$ cat src/rtl/hir_pkg.sv
// Shared types and constants for the handle/ID registry.
// No dependencies; used by every module of the block except hir_ram.
package hir_pkg;

	// Default sizing
	localparam int DEPTH_DEF       = 64;
	localparam int HANDLE_BITS_DEF = 32;

	// Port field layout
	localparam int HANDLE_W   = 32;
	localparam int ID_IN_W    = 16;
	localparam int ID_OUT_W   = 7;
	localparam int MODE_W     = 2;
	localparam int STATUS_W   = 3;
	localparam int S_TDATA_W  = 48;
	localparam int M_TDATA_W  = 40;

	// Operation codes
	localparam logic [MODE_W-1:0] MODE_GET    = 2'd0;
	localparam logic [MODE_W-1:0] MODE_LOOKUP = 2'd1;
	localparam logic [MODE_W-1:0] MODE_REMOVE = 2'd2;

	// Result status codes
	typedef enum logic [STATUS_W-1:0] {
		ST_FOUND    = 3'd0,
		ST_NEW      = 3'd1,
		ST_NULL     = 3'd2,
		ST_FULL     = 3'd3,
		ST_NOTFOUND = 3'd4
	} status_code_t;

	// Controller to datapath
	typedef struct packed {
		logic load;    // capture request, restart scan
		logic issue;   // read next slot
		logic commit;  // write back, update high mark, load result
	} cmd_t;

	// Datapath to controller
	typedef struct packed {
		logic empty;     // nothing to read for this request
		logic last;      // current read is the final one
		logic out_free;  // result register can take a value
	} dp_status_t;

endpackage

$ cat src/rtl/hir_ram.sv
// Generic single-port-write, single-port-read RAM with registered read data.
// No dependencies.
module hir_ram #(
	parameter int WIDTH = 32,
	parameter int DEPTH = 64
) (
	input  logic                                     clk,
	input  logic                                     we,
	input  logic [((DEPTH > 1) ? $clog2(DEPTH) : 1)-1:0] waddr,
	input  logic [WIDTH-1:0]                         wdata,
	input  logic                                     re,
	input  logic [((DEPTH > 1) ? $clog2(DEPTH) : 1)-1:0] raddr,
	output logic [WIDTH-1:0]                         rdata
);

	logic [WIDTH-1:0] mem_q [DEPTH];
	logic [WIDTH-1:0] rdata_q;

	// Write and registered read
	always_ff @(posedge clk) begin
		if (we) begin
			mem_q[waddr] <= wdata;
		end
		if (re) begin
			rdata_q <= mem_q[raddr];
		end
	end

	assign rdata = rdata_q;

endmodule

$ cat src/rtl/hir_ctrl.sv
// Sequencing state machine for the handle/ID registry.
// Depends on hir_pkg for the command and status structs.
module hir_ctrl (
	input  logic                    clk,
	input  logic                    arst_n,
	input  logic                    s_tvalid,
	output logic                    s_tready,
	output hir_pkg::cmd_t           cmd,
	input  hir_pkg::dp_status_t     st
);

	typedef enum logic [3:0] {
		S_IDLE  = 4'b0001,
		S_SCAN  = 4'b0010,
		S_DRAIN = 4'b0100,
		S_DONE  = 4'b1000
	} state_t;

	state_t state_q, state_d;

	// Next state and commands
	always_comb begin
		state_d    = state_q;
		cmd.load   = 1'b0;
		cmd.issue  = 1'b0;
		cmd.commit = 1'b0;
		case (state_q)
			S_IDLE: begin
				if (s_tvalid) begin
					cmd.load = 1'b1;
					state_d  = S_SCAN;
				end
			end
			S_SCAN: begin
				if (st.empty) begin
					state_d = S_DONE;
				end else begin
					cmd.issue = 1'b1;
					if (st.last) begin
						state_d = S_DRAIN;
					end
				end
			end
			// last read data is compared here
			S_DRAIN: begin
				state_d = S_DONE;
			end
			S_DONE: begin
				if (st.out_free) begin
					cmd.commit = 1'b1;
					state_d    = S_IDLE;
				end
			end
			default: begin
				state_d = S_IDLE;
			end
		endcase
	end

	always_ff @(posedge clk or negedge arst_n) begin
		if (!arst_n) begin
			state_q <= S_IDLE;
		end else begin
			state_q <= state_d;
		end
	end

	assign s_tready = (state_q == S_IDLE);

endmodule

$ cat src/rtl/hir_datapath.sv
// Request registers, slot scan, high mark, write-back and result register.
// Depends on hir_pkg and instantiates hir_ram for the slot store.
module hir_datapath #(
	parameter int DEPTH       = hir_pkg::DEPTH_DEF,
	parameter int HANDLE_BITS = hir_pkg::HANDLE_BITS_DEF
) (
	input  logic                              clk,
	input  logic                              arst_n,
	input  logic [hir_pkg::S_TDATA_W-1:0]     s_tdata,
	input  logic [hir_pkg::MODE_W-1:0]        s_tuser,
	output logic                              m_tvalid,
	input  logic                              m_tready,
	output logic [hir_pkg::M_TDATA_W-1:0]     m_tdata,
	output logic [hir_pkg::STATUS_W-1:0]      m_tuser,
	input  hir_pkg::cmd_t                     cmd,
	output hir_pkg::dp_status_t               st
);

	localparam int AW  = (DEPTH > 1) ? $clog2(DEPTH) : 1;
	localparam int IDW = $clog2(DEPTH + 1);
	localparam int HW  = hir_pkg::HANDLE_W;
	localparam int IW  = hir_pkg::ID_IN_W;
	localparam int OW  = hir_pkg::ID_OUT_W;

	// Request
	logic [hir_pkg::MODE_W-1:0] mode_q;
	logic [HANDLE_BITS-1:0]     h_q;
	logic [IW-1:0]              idv_q;

	// Table state and scan
	logic [IDW-1:0]         hm_q;
	logic [AW-1:0]          idx_q;
	logic                   rv_s1;
	logic [AW-1:0]          idx_s1;
	logic                   match_q;
	logic [IDW-1:0]         match_id_q;
	logic                   vac_q;
	logic [IDW-1:0]         vac_id_q;
	logic [HANDLE_BITS-1:0] look_q;

	// Result register
	logic                       out_valid_q;
	logic [OW-1:0]              out_id_q;
	logic [HW-1:0]              out_handle_q;
	hir_pkg::status_code_t      out_status_q;

	// Slot store ports
	logic [AW-1:0]          rd_addr;
	logic [HANDLE_BITS-1:0] rd_data;
	logic                   wr_en;
	logic [AW-1:0]          wr_addr;
	logic [HANDLE_BITS-1:0] wr_data;

	// Commit decisions
	logic                  in_range;
	logic                  hm_inc;
	logic [IDW-1:0]        res_id;
	logic [HANDLE_BITS-1:0] res_handle;
	hir_pkg::status_code_t res_status;

	// Request capture
	always_ff @(posedge clk) begin
		if (cmd.load) begin
			mode_q <= s_tuser;
			h_q    <= HANDLE_BITS'(s_tdata[HW-1:0]);
			idv_q  <= s_tdata[HW+IW-1:HW];
		end
	end

	assign in_range = (idv_q != '0) && (idv_q <= IW'(hm_q));

	// Scan status
	always_comb begin
		st.empty = 1'b0;
		case (mode_q)
			hir_pkg::MODE_GET:    st.empty = (h_q == '0) || (hm_q == '0);
			hir_pkg::MODE_LOOKUP: st.empty = !in_range;
			hir_pkg::MODE_REMOVE: st.empty = (hm_q == '0);
			default:              st.empty = 1'b1;
		endcase
	end

	assign st.last     = (mode_q == hir_pkg::MODE_LOOKUP) ||
	                     ((IDW'(idx_q) + IDW'(1)) == hm_q);
	assign st.out_free = !out_valid_q || m_tready;

	assign rd_addr = (mode_q == hir_pkg::MODE_LOOKUP) ? AW'(idv_q - IW'(1)) : idx_q;

	// Scan pipeline: read issued one cycle, compared the next
	always_ff @(posedge clk or negedge arst_n) begin
		if (!arst_n) begin
			idx_q   <= '0;
			rv_s1   <= 1'b0;
			match_q <= 1'b0;
			vac_q   <= 1'b0;
		end else if (cmd.load) begin
			idx_q   <= '0;
			rv_s1   <= 1'b0;
			match_q <= 1'b0;
			vac_q   <= 1'b0;
		end else begin
			rv_s1 <= cmd.issue;
			if (cmd.issue) begin
				idx_q <= idx_q + AW'(1);
			end
			if (rv_s1 && !match_q && (rd_data == h_q)) begin
				match_q <= 1'b1;
			end
			if (rv_s1 && !vac_q && (rd_data == '0)) begin
				vac_q <= 1'b1;
			end
		end
	end

	// Scan payload
	always_ff @(posedge clk) begin
		if (cmd.issue) begin
			idx_s1 <= idx_q;
		end
		if (rv_s1) begin
			look_q <= rd_data;
			if (!match_q) begin
				match_id_q <= IDW'(idx_s1) + IDW'(1);
			end
			if (!vac_q) begin
				vac_id_q <= IDW'(idx_s1) + IDW'(1);
			end
		end
	end

	// Result and write-back selection
	always_comb begin
		res_id     = '0;
		res_handle = '0;
		res_status = hir_pkg::ST_NOTFOUND;
		wr_en      = 1'b0;
		wr_addr    = AW'(vac_id_q - IDW'(1));
		wr_data    = h_q;
		hm_inc     = 1'b0;
		case (mode_q)
			hir_pkg::MODE_GET: begin
				if (h_q == '0) begin
					res_status = hir_pkg::ST_NULL;
				end else if (match_q) begin
					res_id     = match_id_q;
					res_status = hir_pkg::ST_FOUND;
				end else if (vac_q) begin
					wr_en      = 1'b1;
					res_id     = vac_id_q;
					res_status = hir_pkg::ST_NEW;
				end else if (hm_q < IDW'(DEPTH)) begin
					wr_en      = 1'b1;
					wr_addr    = AW'(hm_q);
					hm_inc     = 1'b1;
					res_id     = hm_q + IDW'(1);
					res_status = hir_pkg::ST_NEW;
				end else begin
					res_status = hir_pkg::ST_FULL;
				end
			end
			hir_pkg::MODE_LOOKUP: begin
				if (in_range) begin
					res_handle = look_q;
					res_status = (look_q != '0) ? hir_pkg::ST_FOUND : hir_pkg::ST_NOTFOUND;
				end
			end
			hir_pkg::MODE_REMOVE: begin
				if (match_q) begin
					wr_en      = 1'b1;
					wr_addr    = AW'(match_id_q - IDW'(1));
					wr_data    = '0;
					res_id     = match_id_q;
					res_status = hir_pkg::ST_FOUND;
				end
			end
			default: begin
				res_status = hir_pkg::ST_NOTFOUND;
			end
		endcase
	end

	// High mark and result valid
	always_ff @(posedge clk or negedge arst_n) begin
		if (!arst_n) begin
			hm_q        <= '0;
			out_valid_q <= 1'b0;
		end else begin
			if (cmd.commit && hm_inc) begin
				hm_q <= hm_q + IDW'(1);
			end
			if (cmd.commit) begin
				out_valid_q <= 1'b1;
			end else if (m_tready) begin
				out_valid_q <= 1'b0;
			end
		end
	end

	// Result payload
	always_ff @(posedge clk) begin
		if (cmd.commit) begin
			out_id_q     <= OW'(res_id);
			out_handle_q <= HW'(res_handle);
			out_status_q <= res_status;
		end
	end

	// Slot store
	hir_ram #(
		.WIDTH (HANDLE_BITS),
		.DEPTH (DEPTH)
	) u_slots (
		.clk   (clk),
		.we    (cmd.commit && wr_en),
		.waddr (wr_addr),
		.wdata (wr_data),
		.re    (cmd.issue),
		.raddr (rd_addr),
		.rdata (rd_data)
	);

	assign m_tvalid = out_valid_q;
	assign m_tdata  = {{(hir_pkg::M_TDATA_W - OW - HW){1'b0}}, out_handle_q, out_id_q};
	assign m_tuser  = out_status_q;

endmodule

$ cat src/rtl/handle_id_registry.sv
// Top level of the handle/ID registry: controller plus datapath.
// Depends on hir_pkg, hir_ctrl, hir_datapath (and through it hir_ram).
//
//  channel   dir  tdata fields (lsb up)        tuser fields
//  s_*       in   handle[31:0], id[47:32]      mode[1:0]
//  m_*       out  id_out[6:0], handle_out[38:7] status[2:0]
//
// Get/register and remove scan the slots 1..high mark through the single
// read port of the slot RAM, one entry a cycle. An in-range look-up reads
// its one slot; a null get, an unused mode, an out-of-range look-up or an
// empty table read none. Reset clears the high mark, the scan index and
// flags, the result valid and the controller state only; slots above the
// high mark are never read, so no clearing pass is needed.
// A result left waiting in the output register stalls the next request at
// write-back, and so holds off the input until it is taken.
module handle_id_registry #(
	parameter int DEPTH       = hir_pkg::DEPTH_DEF,
	parameter int HANDLE_BITS = hir_pkg::HANDLE_BITS_DEF
) (
	input  logic                          clk,
	input  logic                          arst_n,
	input  logic                          s_tvalid,
	output logic                          s_tready,
	input  logic [hir_pkg::S_TDATA_W-1:0] s_tdata,  // handle[31:0], id[47:32]
	input  logic [hir_pkg::MODE_W-1:0]    s_tuser,  // mode[1:0]
	output logic                          m_tvalid,
	input  logic                          m_tready,
	output logic [hir_pkg::M_TDATA_W-1:0] m_tdata,  // id_out[6:0], handle_out[38:7], zero pad
	output logic [hir_pkg::STATUS_W-1:0]  m_tuser   // status[2:0]
);

	hir_pkg::cmd_t       cmd;
	hir_pkg::dp_status_t st;

	hir_ctrl u_ctrl (
		.clk      (clk),
		.arst_n   (arst_n),
		.s_tvalid (s_tvalid),
		.s_tready (s_tready),
		.cmd      (cmd),
		.st       (st)
	);

	hir_datapath #(
		.DEPTH       (DEPTH),
		.HANDLE_BITS (HANDLE_BITS)
	) u_dp (
		.clk      (clk),
		.arst_n   (arst_n),
		.s_tdata  (s_tdata),
		.s_tuser  (s_tuser),
		.m_tvalid (m_tvalid),
		.m_tready (m_tready),
		.m_tdata  (m_tdata),
		.m_tuser  (m_tuser),
		.cmd      (cmd),
		.st       (st)
	);

endmodule

$ cat config.mk
export PLATFORM = sky130hd
export DESIGN_NAME = handle_id_registry
export DESIGN_NICKNAME = d
export VERILOG_FILES = /design/src/rtl/hir_pkg.sv /design/src/rtl/hir_ram.sv /design/src/rtl/hir_ctrl.sv /design/src/rtl/hir_datapath.sv /design/src/rtl/handle_id_registry.sv
export SDC_FILE = /design/constraint.sdc
export NUM_CORES = 2
export LEC_CHECK = 0
export ABC_AREA = 1
export BUFFER_PORTS_ARGS = -buffer_cell sky130_fd_sc_hd__buf_2
export CAP_MARGIN = 20
export CORE_UTILIZATION = 35
export DETAILED_ROUTE_END_ITERATION = 10
export GPL_TIMING_DRIVEN = 0
export PLACE_DENSITY = 0.49
export SKIP_CTS_REPAIR_TIMING = 1
export SYNTH_ARGS = -nofsm -noshare
export SYNTH_HDL_FRONTEND = slang
export SYNTH_SLANG_ARGS = --single-unit
$ cat constraint.sdc
create_clock -name clk -period 5.7 [get_ports clk]
set_clock_uncertainty 0.2 [all_clocks]
set_input_delay 0.57 -clock clk [delete_from_list [all_inputs] [get_ports clk]]
set_output_delay 0.57 -clock clk [all_outputs]
set_load 0.005 [all_outputs]
==> impl_summary.log <==
[metrics] status: complete, no violations
[metrics] mean cell area of the mapped netlist: approximately 11 um2
[metrics] highest clock frequency the design can meet: 192 MHz
[metrics] Post-Synth Simple-Gate Area: 20.4%
[metrics] switching portion of total power: 37.3%
[metrics] RSZ-0062 raised after global routing: no
[metrics] Routed WL: 323000 um
[metrics] Synth cell types: around 40
[metrics] vias in the first global route: between 60k and 70k
[metrics] register-to-register setup slack: between 0.5 and 0.6 ns
[metrics] Synth Area in XOR/XNOR: less than 1%
[metrics] routability-driven placement congestion ratio: just over 0.9
[metrics] GRT Resource Usage Total: about a quarter
[metrics] worst min path class: input pin to asynchronous set/reset pin
[metrics] maximum level of the CTS H-tree: 4
[metrics] Post-DRT Antenna Nets: 0
[metrics] horizontal extent of the die: around 520 um
[metrics] clock-pin slew on the worst setup and hold paths: ~0.060 ns
[metrics] Crit Reg-Reg Endpoint: u_dp.u_slots.rdata[23]
[metrics] main combinational cell family by area after synthesis: simple AND/OR/NAND/NOR gates
[metrics] largest net degree at the start of global routing: 65
[metrics] endpoint class of the critical path: flop
[metrics] final total power: around 50000 uW
[metrics] top_reg_cell synth: sky130_fd_sc_hd__edfxtp_1
[metrics] startpoint type of the worst setup path: flop
[metrics] Die Footprint: ~270000 um2
[metrics] switching power total: 18700 uW
[metrics] clock tree sinks: 2245
[metrics] post-layout instance count excluding filler cells: 12.9k
[metrics] # nets final: a little over 9k
[metrics] crit-path max FO: 11
[metrics] wire length per cell after detailed routing: 25.0 um
[metrics] minimum clock period after layout: between 5 and 6 ns
[metrics] Peak VDD IR: between 0.0003 and 0.0004 V
[metrics] starting utilization of the core area: 35.3%
[metrics] crit-path cells: inv_2 -> nor2_4 -> buf_6 -> o21ai_2 -> inv_1 -> buf_2 -> buf_1 -> nand3_1 -> nand3_1 -> nand3_1 -> nand3_1 -> nand2_1
[metrics] top cells by instance count after synthesis: sky130_fd_sc_hd__nand2_1 (2989), sky130_fd_sc_hd__edfxtp_1 (2224), sky130_fd_sc_hd__nand3_1 (1337), sky130_fd_sc_hd__inv_1 (941), sky130_fd_sc_hd__nor2_1 (295)
[metrics] Finished Cell Area: approximately 110000 um2
[metrics] initial antenna violation count: 16
[metrics] max_slew headroom: approximately 18%
[metrics] Synth-to-Final Area Change: 16.6%
[metrics] Mapped Cells: approximately 8.6k
[metrics] Placement Cell Area: about 100000 um2
[metrics] required arrival time at the worst endpoint: approximately 6.3 ns
[metrics] first-pass GRT wire length: ~450000 um
[metrics] share of final-layout standard cells stronger than drive strength 1: between 10% and 20%
[metrics] final hold vios: 0
[metrics] share of flip-flops with an asynchronous set or reset: less than 1%
[metrics] slew at the pin with the worst max-slew slack: approximately 1.2 ns
[metrics] final count of pins violating max slew: 0
[metrics] number of filler cells placed in the layout: roughly 26k
[metrics] remaining global-route overflow: 0
[metrics] DRC violations left: 0
[metrics] row cnt: 190
[metrics] initial DRC count: 7067
[metrics] part of the total power dissipated in sequential elements: 39.0%
[metrics] clock root buffer: sky130_fd_sc_hd__clkbuf_16
[metrics] share of total power in combinational logic: between 30% and 40%
[metrics] proportion of synthesized area in mux cells: 0%
[metrics] delay of the slowest cell on the worst path: 0.86 ns
[metrics] biggest area consumer among synthesized cells: sky130_fd_sc_hd__edfxtp_1
[metrics] number of synthesized flops with an enable pin: 2224
[metrics] worst setup path class: flop to flop
[metrics] slowest stage cell on the critical path: sky130_fd_sc_hd__o21ai_2
[metrics] vias: 64.7k
[metrics] most common cell type on the critical path: sky130_fd_sc_hd__nand3_1
[metrics] flops & latches, synth: around 2.2k
[metrics] power density relative to cell area: ~450 nW/um2
[metrics] clock tree buffer depth: 3
[metrics] top cell type's share of synthesized area: a little over two thirds
[metrics] Placed Cells: between 10k and 15k
[metrics] synthesized-area fraction occupied by ao, oa, aoi and oai cells: under 10%
[metrics] Leak Pwr: ~0.043 uW
[metrics] half-perimeter wire length after detailed placement: approximately 230000 um
[metrics] launch point of the worst reg-to-reg path: u_dp.mode_q[0]
[metrics] Synthesized Nets: 8716
[metrics] internal power consumption: 31400 uW
[metrics] DIE HEIGHT: 523 um
[metrics] per-cell via count in the routed design: between 5 and 6
[metrics] count of input and output buffers: 97
[metrics] number of setup violations in the final report: 0
[metrics] max-capacitance violation count: 0
[metrics] Crit path arrival time: ~5.7 ns
[metrics] clock tree from TritonCTS: built
[metrics] Synth Area in Adders: less than 1%
[metrics] insertion delay of the later-clocked pin in the worst-skew pair: between 0.8 and 0.9 ns
[metrics] core footprint: about 270000 um2
[metrics] worst r2r path cells: 12
[metrics] synth warn: 0
[metrics] top area cells in the synthesized netlist: sky130_fd_sc_hd__edfxtp_1 (70%), sky130_fd_sc_hd__nand2_1 (12%), sky130_fd_sc_hd__nand3_1 (7.0%)
[metrics] post-route fraction of the period consumed by the critical path: between 90 and 100%
[metrics] Netlist Area Pre-Place: between 90000 and 100000 um2
[metrics] clock network fraction of design power: 30.0%
[metrics] most common cell in the netlist: sky130_fd_sc_hd__nand2_1
[metrics] TritonRoute pass-1 iters: 6
[metrics] count of boundary I/O pins: between 90 and 100
[metrics] CTS Buf Count: about 240
[metrics] Seq/Total Area, Yosys: 70.9%
worst max path at each step:
stage / cells after the start / slack, ns / from / to
CTS: 11 / 0.50 / u_dp.mode_q[0] / u_dp.u_slots.mem_q[8][13]
floorplan: 8 / 1.43 / m_tready / u_dp.u_slots.mem_q[10][0]
detailed placement: 11 / 0.54 / u_dp.mode_q[0] / u_dp.u_slots.mem_q[8][17]
finish: 12 / 0.50 / u_dp.mode_q[0] / u_dp.u_slots.rdata[23]
global route: 11 / 0.29 / u_dp.mode_q[0] / u_dp.u_slots.mem_q[8][13]
global placement: 9 / -2.04 / m_tready / u_dp.u_slots.mem_q[55][15]
cell usage in the layout, fill, tap and decap left out, types with 22 or more instances in the layout:
master,Yosys,routed
sky130_fd_sc_hd__nand2_1,2989,2989
sky130_fd_sc_hd__clkinv_1,2,67
sky130_fd_sc_hd__o21ai_0,58,58
sky130_fd_sc_hd__nor2_1,295,231
sky130_fd_sc_hd__nor2_4,1,65
sky130_fd_sc_hd__o211ai_1,143,143
sky130_fd_sc_hd__inv_4,0,24
sky130_fd_sc_hd__buf_6,50,52
sky130_fd_sc_hd__buf_4,42,43
sky130_fd_sc_hd__clkbuf_1,95,141
sky130_fd_sc_hd__clkbuf_16,0,238
sky130_fd_sc_hd__inv_1,941,907
sky130_fd_sc_hd__buf_1,65,65
sky130_fd_sc_hd__xor2_1,23,23
sky130_fd_sc_hd__buf_2,205,302
sky130_fd_sc_hd__edfxtp_1,2224,2224
sky130_fd_sc_hd__o21ai_1,29,29
sky130_fd_sc_hd__clkinv_2,0,36
sky130_fd_sc_hd__dlygate4sd3_1,0,53
sky130_fd_sc_hd__nand3_1,1337,1337
sky130_fd_sc_hd__buf_12,0,86
sky130_fd_sc_hd__nand4_1,22,22
stage by stage:
stage                     hold WS (ns)  TNS [ns]  worst slack [ns]  utilization [%]
after floorplan                 0.0744         0              1.43                -
after global placement           0.270  -2678.69             -2.04             37.2
after detailed placement         0.262         0             0.545             38.2
after CTS                       -0.523         0             0.498             41.0
after global routing            0.0672         0             0.286             41.2
final                           0.0592         0             0.503             41.2
worst max-delay path, delay by kind of cell, from the launching register on:
kind	cells	cell delay (ns)
buffers and inverters	5	1.89
AOI/OAI and AO/OA	1	0.86
and+or+nand+nor	6	1.43
DFF	1	0.59
state kept, by name (all words and copies together) (netlist names):
name                flops
u_dp.u_slots.mem_q   2048
u_dp.idx_q              6
u_dp.match_id_q         7
u_dp.u_slots.rdata     32
u_dp.idx_s1             6
u_dp.m_tuser            3
u_dp.mode_q             2
u_dp.h_q               32
u_dp.look_q            32
u_dp.vac_id_q           7
u_dp.hm_q               7
u_ctrl.state_q          4
u_dp.out_id_q           7
u_dp.idv_q             16
u_dp.out_handle_q      32
u_dp.rv_s1              1
u_dp.m_tvalid           1
u_dp.match_q            1
u_dp.vac_q              1
final cells by class:
class | count | area, um2 | share of cell area [%]
clock inverters | 143 | 1300 | 1.17
repair buffers | 263 | 3340 | 3.02
diodes | 12 | 30.0 | 0.0271
well taps | 3552 | 4440 | 4.01
inverters | 946 | 3610 | 3.26
flip-flops and latches | 2245 | 67300 | 60.8
multi-input cells | 4999 | 22100 | 20.0
plain buffers | 457 | 2510 | 2.26
clock buffers | 285 | 6130 | 5.53
cell families after synthesis:
| group | Yosys count |
|---|---|
| other | 1 |
| AND/OR/NAND/NOR | 4675 |
| XOR/XNOR | 33 |
| adder cells (fa/ha/maj) | 15 |
| flip-flops | 2245 |
| buffers and inverters | 1403 |
| AO/OA/AOI/OAI | 275 |
power by group through the flow:
stage	registers [uW]	logic [uW]	clock network, uW
after floorplan	19800	7900	0
after global placement	20000	14700	0
after detailed placement	19800	15300	0
after CTS	19500	15300	15200
after global routing	19500	16500	15800
final	19500	15500	15000
layer usage:
| layer | track usage (%) | vias to the layer above | wire, um |
|---|---|---|---|
| li1 | - | 30000 | - |
| met1 | 32.1 | 31900 | 140000 |
| met2 | 37.5 | 2334 | 149000 |
| met3 | 3.59 | 436 | 22700 |
| met4 | 8.43 | 2 | 11700 |
| met5 | 0 | - | 11 |
Note: power is estimated with default switching activity, not from simulation.
